--- config.mk ---
export PLATFORM = sky130hd
export DESIGN_NAME = sorted_priority_queue_core_flat
export DESIGN_NICKNAME = d
export VERILOG_FILES = /design/src/design/spq_pkg.sv /design/src/design/spq_req_if.sv /design/src/design/spq_rsp_if.sv /design/src/design/spq_slot_array.sv /design/src/design/spq_result_reg.sv /design/src/design/sorted_priority_queue_core.sv /design/src/flat_wrapper.sv
export SDC_FILE = /design/constraint.sdc
export NUM_CORES = 2
export LEC_CHECK = 0
export BUFFER_PORTS_ARGS = -buffer_cell sky130_fd_sc_hd__buf_4
export CAP_MARGIN = 25
export CORE_MARGIN = 2
export CORE_UTILIZATION = 30
export CTS_BUF_LIST = sky130_fd_sc_hd__clkbuf_8 sky130_fd_sc_hd__clkbuf_16
export DETAILED_ROUTE_END_ITERATION = 12
export GPL_TIMING_DRIVEN = 0
export PLACE_DENSITY = 0.55
export RECOVER_POWER = 50
export SLEW_MARGIN = 15
export SYNTH_ARGS = -nofsm -noshare
export SYNTH_HDL_FRONTEND = slang
export SYNTH_SLANG_ARGS = --single-unit
--- constraint.sdc ---
create_clock -name clk_i -period 4.6 [get_ports clk_i]
set_input_delay 0 -clock clk_i [delete_from_list [all_inputs] [get_ports clk_i]]
set_output_delay 0 -clock clk_i [all_outputs]
set_load 0.05 [all_outputs]
--- src/design/spq_pkg.sv ---
// Shared types and constants for the sorted priority queue.
`default_nettype none

package spq_pkg;

  // Field widths of one beat
  localparam int unsigned ValueW = 32;
  localparam int unsigned PrioW  = 16;
  localparam int unsigned CountW = 5;

  // Operation codes
  typedef enum logic {
    OP_ENQUEUE = 1'b0,
    OP_DEQUEUE = 1'b1
  } op_e;

  // Result status codes
  typedef enum logic [1:0] {
    STATUS_DONE      = 2'd0,
    STATUS_FULL_DROP = 2'd1,
    STATUS_EMPTY_DEQ = 2'd2
  } status_e;

  // One result beat as produced by the slot array
  typedef struct packed {
    logic signed [ValueW-1:0] top_value;
    logic signed [PrioW-1:0]  top_priority;
    logic                     is_empty;
    logic [CountW-1:0]        entry_count;
    status_e                  status;
  } result_t;

endpackage

`default_nettype wire

--- src/design/spq_req_if.sv ---
// Request channel: enqueue/dequeue command with its entry.
`default_nettype none

interface spq_req_if;
  logic                                valid;
  logic                                ready;
  logic                                op;
  logic signed [spq_pkg::ValueW-1:0]   value;
  logic signed [spq_pkg::PrioW-1:0]    priority_req;

  modport source (output valid, output op, output value, output priority_req, input ready);
  modport sink   (input valid, input op, input value, input priority_req, output ready);
endinterface

`default_nettype wire

--- src/design/spq_rsp_if.sv ---
// Response channel: top entry, empty flag, count and status.
`default_nettype none

interface spq_rsp_if;
  logic                                valid;
  logic                                ready;
  logic signed [spq_pkg::ValueW-1:0]   top_value;
  logic signed [spq_pkg::PrioW-1:0]    top_priority;
  logic                                is_empty;
  logic [spq_pkg::CountW-1:0]          entry_count;
  logic [1:0]                          status;

  modport source (output valid, output top_value, output top_priority, output is_empty,
                  output entry_count, output status, input ready);
  modport sink   (input valid, input top_value, input top_priority, input is_empty,
                  input entry_count, input status, output ready);
endinterface

`default_nettype wire

--- src/design/spq_slot_array.sv ---
// Sorted slot storage with parallel compare and a shift of the whole list on insert or remove.
`default_nettype none

module spq_slot_array #(
  parameter int unsigned DEPTH = 16
) (
  input  wire logic                              clk_i,
  input  wire logic                              rst_ni,
  input  wire logic                              accept_i,
  input  wire logic                              op_i,
  input  wire logic signed [spq_pkg::ValueW-1:0] value_i,
  input  wire logic signed [spq_pkg::PrioW-1:0]  priority_i,
  output spq_pkg::result_t                       result_o
);

  localparam int unsigned CntW = $clog2(DEPTH + 1);

  logic signed [spq_pkg::ValueW-1:0] val_q  [DEPTH];
  logic signed [spq_pkg::PrioW-1:0]  prio_q [DEPTH];
  logic signed [spq_pkg::ValueW-1:0] val_d  [DEPTH];
  logic signed [spq_pkg::PrioW-1:0]  prio_d [DEPTH];
  logic [CntW-1:0]                   occ_q, occ_d;

  logic [DEPTH-1:0] keep;
  logic             is_enq, full, empty, write_en;
  logic [CntW+spq_pkg::CountW-1:0] count_wide;

  assign is_enq   = (op_i == spq_pkg::OP_ENQUEUE);
  assign full     = (occ_q == CntW'(DEPTH));
  assign empty    = (occ_q == '0);
  assign write_en = accept_i && (is_enq ? !full : !empty);

  // Mark slots that hold their entry on enqueue (higher priority, top kept on tie)
  genvar g;
  generate
    for (g = 0; g < DEPTH; g++) begin : g_slot
      if (g == 0) begin : g_top
        assign keep[g] = !empty && (prio_q[g] >= priority_i);
        assign val_d[g]  = !is_enq ? val_q[g+1] :
                           keep[g] ? val_q[g] : value_i;
        assign prio_d[g] = !is_enq ? prio_q[g+1] :
                           keep[g] ? prio_q[g] : priority_i;
      end else begin : g_rest
        logic in_use;
        assign in_use  = (CntW'(g) < occ_q);
        assign keep[g] = in_use && (prio_q[g] > priority_i);
        if (g == DEPTH - 1) begin : g_last
          assign val_d[g]  = !is_enq ? val_q[g] :
                             keep[g] ? val_q[g] : keep[g-1] ? value_i : val_q[g-1];
          assign prio_d[g] = !is_enq ? prio_q[g] :
                             keep[g] ? prio_q[g] : keep[g-1] ? priority_i : prio_q[g-1];
        end else begin : g_mid
          assign val_d[g]  = !is_enq ? val_q[g+1] :
                             keep[g] ? val_q[g] : keep[g-1] ? value_i : val_q[g-1];
          assign prio_d[g] = !is_enq ? prio_q[g+1] :
                             keep[g] ? prio_q[g] : keep[g-1] ? priority_i : prio_q[g-1];
        end
      end
    end
  endgenerate

  // Count update
  always_comb begin
    occ_d = occ_q;
    if (write_en) begin
      occ_d = is_enq ? occ_q + CntW'(1) : occ_q - CntW'(1);
    end
  end

  always_ff @(posedge clk_i or negedge rst_ni) begin
    if (!rst_ni) begin
      occ_q <= '0;
    end else begin
      occ_q <= occ_d;
    end
  end

  // Shift the whole list on each enabled write
  always_ff @(posedge clk_i) begin
    if (write_en) begin
      for (int i = 0; i < DEPTH; i++) begin
        val_q[i]  <= val_d[i];
        prio_q[i] <= prio_d[i];
      end
    end
  end

  // Build the result from the state after this beat
  assign count_wide = {{spq_pkg::CountW{1'b0}}, occ_d};

  always_comb begin
    result_o.is_empty     = (occ_d == '0);
    result_o.entry_count  = count_wide[spq_pkg::CountW-1:0];
    result_o.top_value    = '0;
    result_o.top_priority = '0;
    if (occ_d != '0) begin
      result_o.top_value    = write_en ? val_d[0] : val_q[0];
      result_o.top_priority = write_en ? prio_d[0] : prio_q[0];
    end
    if (is_enq && full) begin
      result_o.status = spq_pkg::STATUS_FULL_DROP;
    end else if (!is_enq && empty) begin
      result_o.status = spq_pkg::STATUS_EMPTY_DEQ;
    end else begin
      result_o.status = spq_pkg::STATUS_DONE;
    end
  end

endmodule

`default_nettype wire

--- src/design/spq_result_reg.sv ---
// Output register for result beats with valid/ready handshake.
`default_nettype none

module spq_result_reg (
  input  wire logic             clk_i,
  input  wire logic             rst_ni,
  input  wire logic             load_i,
  input  wire spq_pkg::result_t result_i,
  output logic                  can_load_o,
  spq_rsp_if.source             rsp_o
);

  logic             valid_q, valid_d;
  spq_pkg::result_t data_q;

  // Free when empty or the held beat leaves this cycle
  assign can_load_o = !valid_q || rsp_o.ready;

  always_comb begin
    valid_d = valid_q;
    if (load_i) begin
      valid_d = 1'b1;
    end else if (rsp_o.ready) begin
      valid_d = 1'b0;
    end
  end

  always_ff @(posedge clk_i or negedge rst_ni) begin
    if (!rst_ni) begin
      valid_q <= 1'b0;
    end else begin
      valid_q <= valid_d;
    end
  end

  // Hold the payload until a new beat replaces it
  always_ff @(posedge clk_i) begin
    if (load_i) begin
      data_q <= result_i;
    end
  end

  assign rsp_o.valid        = valid_q;
  assign rsp_o.top_value    = data_q.top_value;
  assign rsp_o.top_priority = data_q.top_priority;
  assign rsp_o.is_empty     = data_q.is_empty;
  assign rsp_o.entry_count  = data_q.entry_count;
  assign rsp_o.status       = data_q.status;

endmodule

`default_nettype wire

--- src/design/sorted_priority_queue_core.sv ---
// Result: a result beat is valid in the cycle after its request is accepted.
// Throughput: one request per cycle while rsp_o drains; the compare-and-shift
//   across all slots completes in the same cycle, and the output register frees
//   as it drains. Reset: clears the entry count and the result valid; slot
//   contents are not cleared, since only slots below the count are ever read.
// Top level of the sorted priority queue.
`default_nettype none

module sorted_priority_queue_core #(
  parameter int unsigned DEPTH = 16
) (
  input  wire logic    clk_i,
  input  wire logic    rst_ni,
  spq_req_if.sink      req_i,
  spq_rsp_if.source    rsp_o
);

  logic             accept;
  logic             can_load;
  spq_pkg::result_t result;

  // Take a request whenever the output register has room
  assign req_i.ready = can_load;
  assign accept      = req_i.valid && can_load;

  spq_slot_array #(
    .DEPTH(DEPTH)
  ) u_slots (
    .clk_i      (clk_i),
    .rst_ni     (rst_ni),
    .accept_i   (accept),
    .op_i       (req_i.op),
    .value_i    (req_i.value),
    .priority_i (req_i.priority_req),
    .result_o   (result)
  );

  spq_result_reg u_result (
    .clk_i      (clk_i),
    .rst_ni     (rst_ni),
    .load_i     (accept),
    .result_i   (result),
    .can_load_o (can_load),
    .rsp_o      (rsp_o)
  );

endmodule

`default_nettype wire
--- src/flat_wrapper.sv ---
// flat-port wrapper written by rule: the top's interface ports become plain ports
module sorted_priority_queue_core_flat 
#(
  parameter int unsigned DEPTH = 16
)
  (clk_i, rst_ni, req_i_valid, req_i_op, req_i_value, req_i_priority_req, req_i_ready, rsp_o_valid, rsp_o_top_value, rsp_o_top_priority, rsp_o_is_empty, rsp_o_entry_count, rsp_o_status, rsp_o_ready);
  spq_req_if req_i_i ();
  spq_rsp_if rsp_o_i ();
  input  wire logic clk_i;
  input  wire logic rst_ni;
  input wire logic [$bits(req_i_i.valid)-1:0] req_i_valid;
  input wire logic [$bits(req_i_i.op)-1:0] req_i_op;
  input wire logic [$bits(req_i_i.value)-1:0] req_i_value;
  input wire logic [$bits(req_i_i.priority_req)-1:0] req_i_priority_req;
  output wire logic [$bits(req_i_i.ready)-1:0] req_i_ready;
  output wire logic [$bits(rsp_o_i.valid)-1:0] rsp_o_valid;
  output wire logic [$bits(rsp_o_i.top_value)-1:0] rsp_o_top_value;
  output wire logic [$bits(rsp_o_i.top_priority)-1:0] rsp_o_top_priority;
  output wire logic [$bits(rsp_o_i.is_empty)-1:0] rsp_o_is_empty;
  output wire logic [$bits(rsp_o_i.entry_count)-1:0] rsp_o_entry_count;
  output wire logic [$bits(rsp_o_i.status)-1:0] rsp_o_status;
  input wire logic [$bits(rsp_o_i.ready)-1:0] rsp_o_ready;
  assign req_i_i.valid = req_i_valid;
  assign req_i_i.op = req_i_op;
  assign req_i_i.value = req_i_value;
  assign req_i_i.priority_req = req_i_priority_req;
  assign req_i_ready = req_i_i.ready;
  assign rsp_o_valid = rsp_o_i.valid;
  assign rsp_o_top_value = rsp_o_i.top_value;
  assign rsp_o_top_priority = rsp_o_i.top_priority;
  assign rsp_o_is_empty = rsp_o_i.is_empty;
  assign rsp_o_entry_count = rsp_o_i.entry_count;
  assign rsp_o_status = rsp_o_i.status;
  assign rsp_o_i.ready = rsp_o_ready;
  sorted_priority_queue_core #(.DEPTH(DEPTH)) u_core (.clk_i(clk_i), .rst_ni(rst_ni), .req_i(req_i_i), .rsp_o(rsp_o_i));
endmodule
==> metrics.md <==
| Metric | Value |
|---|---|
| Minimum clock period | 4.75 ns |
| DR vias | 42141 |
| Final WS setup | -0.145 ns |
| Most frequent cells in the layout | edfxtp_1, a21oi_1, a221o_1 |
| Period utilization | 1.03 |
| Die Y-Extent | 409 um |
| Clock tree sinks | 830 |
| Layout net count | 5014 |
| Uppermost layer routed | met5 |
| Clock skew | 0.0424 ns |
| GRT Residual Overflow | 0 |
| Metal2 WL | 96100 um |
| Initial Utilization | 0.302 |
| CTS Root Cell | clkbuf_16 |
| Die footprint | 167000 um^2 |
| Crit. End Element | flip-flop |
| Flops & latches, synth | 830 |
| Core area | 163000 um^2 |
| Clock latency at the later pin of the worst-skew pair | 0.75 ns |
| Final Slew Violations | 40 |
| Post-Synthesis Cells | 4376 |
| Met1 WL | 91000 um |
| CTS tree | done |
| Max VDD drop | 366 uV |
| Die width | 409 um |
| Detail Placement HPWL | 165000 um |
| Post-Route WL | 220000 um |
| Ports | 111 |
| Worst-margin pin slew | 3.01 ns |
| Met3 Wirelength | 23600 um |
| Routed Antenna Nets | 0 |
| Final Setup Violations | 52 |
| FF-to-FF setup slack | -0.15 ns |
| Leakage | 20.7 nW |
| Final hold vios | 0 |
| Synthesized Nets | 4688 |
| Rows | 148 |
| Ratio of cells with drive above 1 in the final layout | 0.0830 |
| Clock Path Buffers | 3 |
| Post-synthesis sequential area ratio | 0.507 |
| Clock-pin slew on the worst setup and hold paths | 0.06 ns |
| Fmax | 211 MHz |
| RSZ-0062 raised after global routing | false |
| Placed inst area | 53600 um^2 |
| Tot GR Track Use | 0.254 |
| Post-synth cell types | 63 |
| CP arrival | 5.20 ns |
| WS Path Type | reg2reg |
| Post-layout util | 0.352 |
| Initial antenna violation count | 10 |
| Maxcap violations | 1 |
| Vias/cell | 6.05 |
| DRC Markers | 0 |
| P&R area growth vs syn | 16.4% |
| Hold crit path type | in2reg |
| Yosys warns | 0 |
| Most common cell after layout, fill and taps aside | edfxtp_1 |
| DR pass1 iterations | 6 |
| Post-route cell area | 57200 um^2 |
| EDFF count, synth | 824 |
| Max_slew headroom | -1.01 |
| Drt initial violations | 5393 |
| Vias in the first global route | 40558 |
| Worst Path Required | 5.06 ns |
| Outcome | finished, violations left |
| WL/cell | 31.6 um |
| PwrDens | 582 nW/um^2 |
| CTS buffer count | 96 |
| Main flop type after synthesis | edfxtp_1 |
| Hold WS | 0.0220 ns |
| Global-route wire length before repair | 306000 um |
| H-tree levels | 3 |
| CP Max Fanout | 10 |
| Syn avg cell area | 11.2 um^2 |
| Ys async rst share | 0.00723 |
| PortBufs | 95 |
| Failing checks | max-capacitance violations, max-slew violations, negative setup slack |
| Largest net degree at the start of global routing | 58 |
| CP Launch Type | flip-flop |
| Routability cong. | 0.999 |
| Mapped Area | 49100 um^2 |
flip-flops by register name, summed over array words and instances (netlist names):
name                                count
u_core.u_result.rsp_o.top_value        32
u_core.u_result.rsp_o.is_empty          1
u_core.u_result.rsp_o.status            2
u_core.u_result.rsp_o.valid             1
u_core.u_slots.val_q                  512
u_core.u_slots.occ_q                    5
u_core.u_result.rsp_o.top_priority     16
u_core.u_slots.prio_q                 256
u_core.u_result.rsp_o.entry_count       5
repair_timing:
item | in CTS | in global routing
buffers inserted | 28 | 0
endpoints found under the hold margin | 288 | 4
pin swaps | 1 | 0
hold buffers | 57 | 2
setup endpoints to repair | 878 | 246
resized for setup | 24 | 20
cloned | 0 | 1
path summary, 6_finish.rpt:
| check | cells past startpoint | to | from |
|---|---|---|---|
| setup / recovery | 10 | u_core.u_slots.val_q[0][153]$_DFFE_PP_ | u_core.u_slots.prio_q[1][31]$_DFFE_PP_ |
| hold / removal | 2 | u_core.u_slots.prio_q[7][25]$_DFFE_PP_ | req_i_priority_req[9] |
| min in group asynchronous | 3 | u_core.u_result.rsp_o.valid$_DFFE_PN0P_ | rst_ni |
| max in group asynchronous | 3 | u_core.u_slots.occ_q[3]$_DFF_PN0_ | rst_ni |
| setup reg to reg | 10 | u_core.u_slots.val_q[0][153]$_DFFE_PP_ | u_core.u_slots.prio_q[1][31]$_DFFE_PP_ |
| hold reg to reg | 2 | u_core.u_slots.val_q[1][210]$_DFFE_PP_ | u_core.u_slots.val_q[1][242]$_DFFE_PP_ |
layout make-up:
type / instances / area (um^2)
fill: 16337 / 105000
timing repair buffer: 231 / 2160
clock buffer: 104 / 2550
antenna: 6 / 15.0
sequential: 830 / 24900
clock inverter: 73 / 375
multi-input combinational: 3006 / 22300
tap: 2175 / 2720
buffer: 403 / 1660
inverter: 134 / 532
per-stage QoR:
stage          setup WS (ns)  cells  power, mW  setup TNS (ns)
3_5_place_dp           -1.71   6690       25.3        -1200.25
5_1_grt              0.00497   6957       34.2               0
6_report              -0.145   6962       33.3           -5.28
3_3_place_gp           -5.38   6646       24.8        -3345.95
2_1_floorplan          0.120   4376       19.7               0
4_1_cts              0.00129   6951       32.8               0
worst max-delay path, stage by stage (launching register included):
cell and delay, ns:
edfxtp_1 0.59, ha_1 0.45, nand4_1 0.15, a21oi_1 0.06, a211oi_1 0.50, a21o_2 0.46, clkbuf_1 0.32, clkbuf_1 0.80
clkbuf_1 0.63, a21oi_1 0.16, a311o_1 0.30
cells in the mapped netlist (55+ instances only):
library cell / number / area share
a211oi_1: 62 / 0.0095
a21oi_1: 541 / 0.055
a221o_1: 425 / 0.087
and2_1: 55 / 0.0070
clkbuf_1: 339 / 0.026
edfxtp_1: 824 / 0.50
ha_1: 259 / 0.066
inv_1: 133 / 0.010
mux2i_1: 241 / 0.049
nand2_1: 285 / 0.022
nor2_1: 58 / 0.0044
nor2b_1: 350 / 0.045
nor3_1: 63 / 0.0064
o21ai_0: 165 / 0.017
cells by family after synthesis:
group                    synth area share
AO/OA/AOI/OAI                       0.216
AND/OR/NAND/NOR                     0.106
flip-flops                          0.507
buffers and inverters              0.0437
multiplexers                       0.0606
adder cells (fa/ha/maj)            0.0660
XOR/XNOR                          0.00125
report_power, final:
part / leakage (nW) / switching (mW) / internal [mW] / total, mW
logic: 11.3 / 9.13 / 4.52 / 13.7
clock network: 1.53 / 3.42 / 4.06 / 7.48
registers: 7.89 / 1.25 / 10.9 / 12.2
total: 20.7 / 13.8 / 19.5 / 33.3
layer usage:
metal  GRT usage  up-vias
met5           0        -
met3      0.0699      405
met4       0.100        6
li1            -    17817
met1       0.341    21360
met2       0.386     2553
Power figures use the tool's default switching activity.
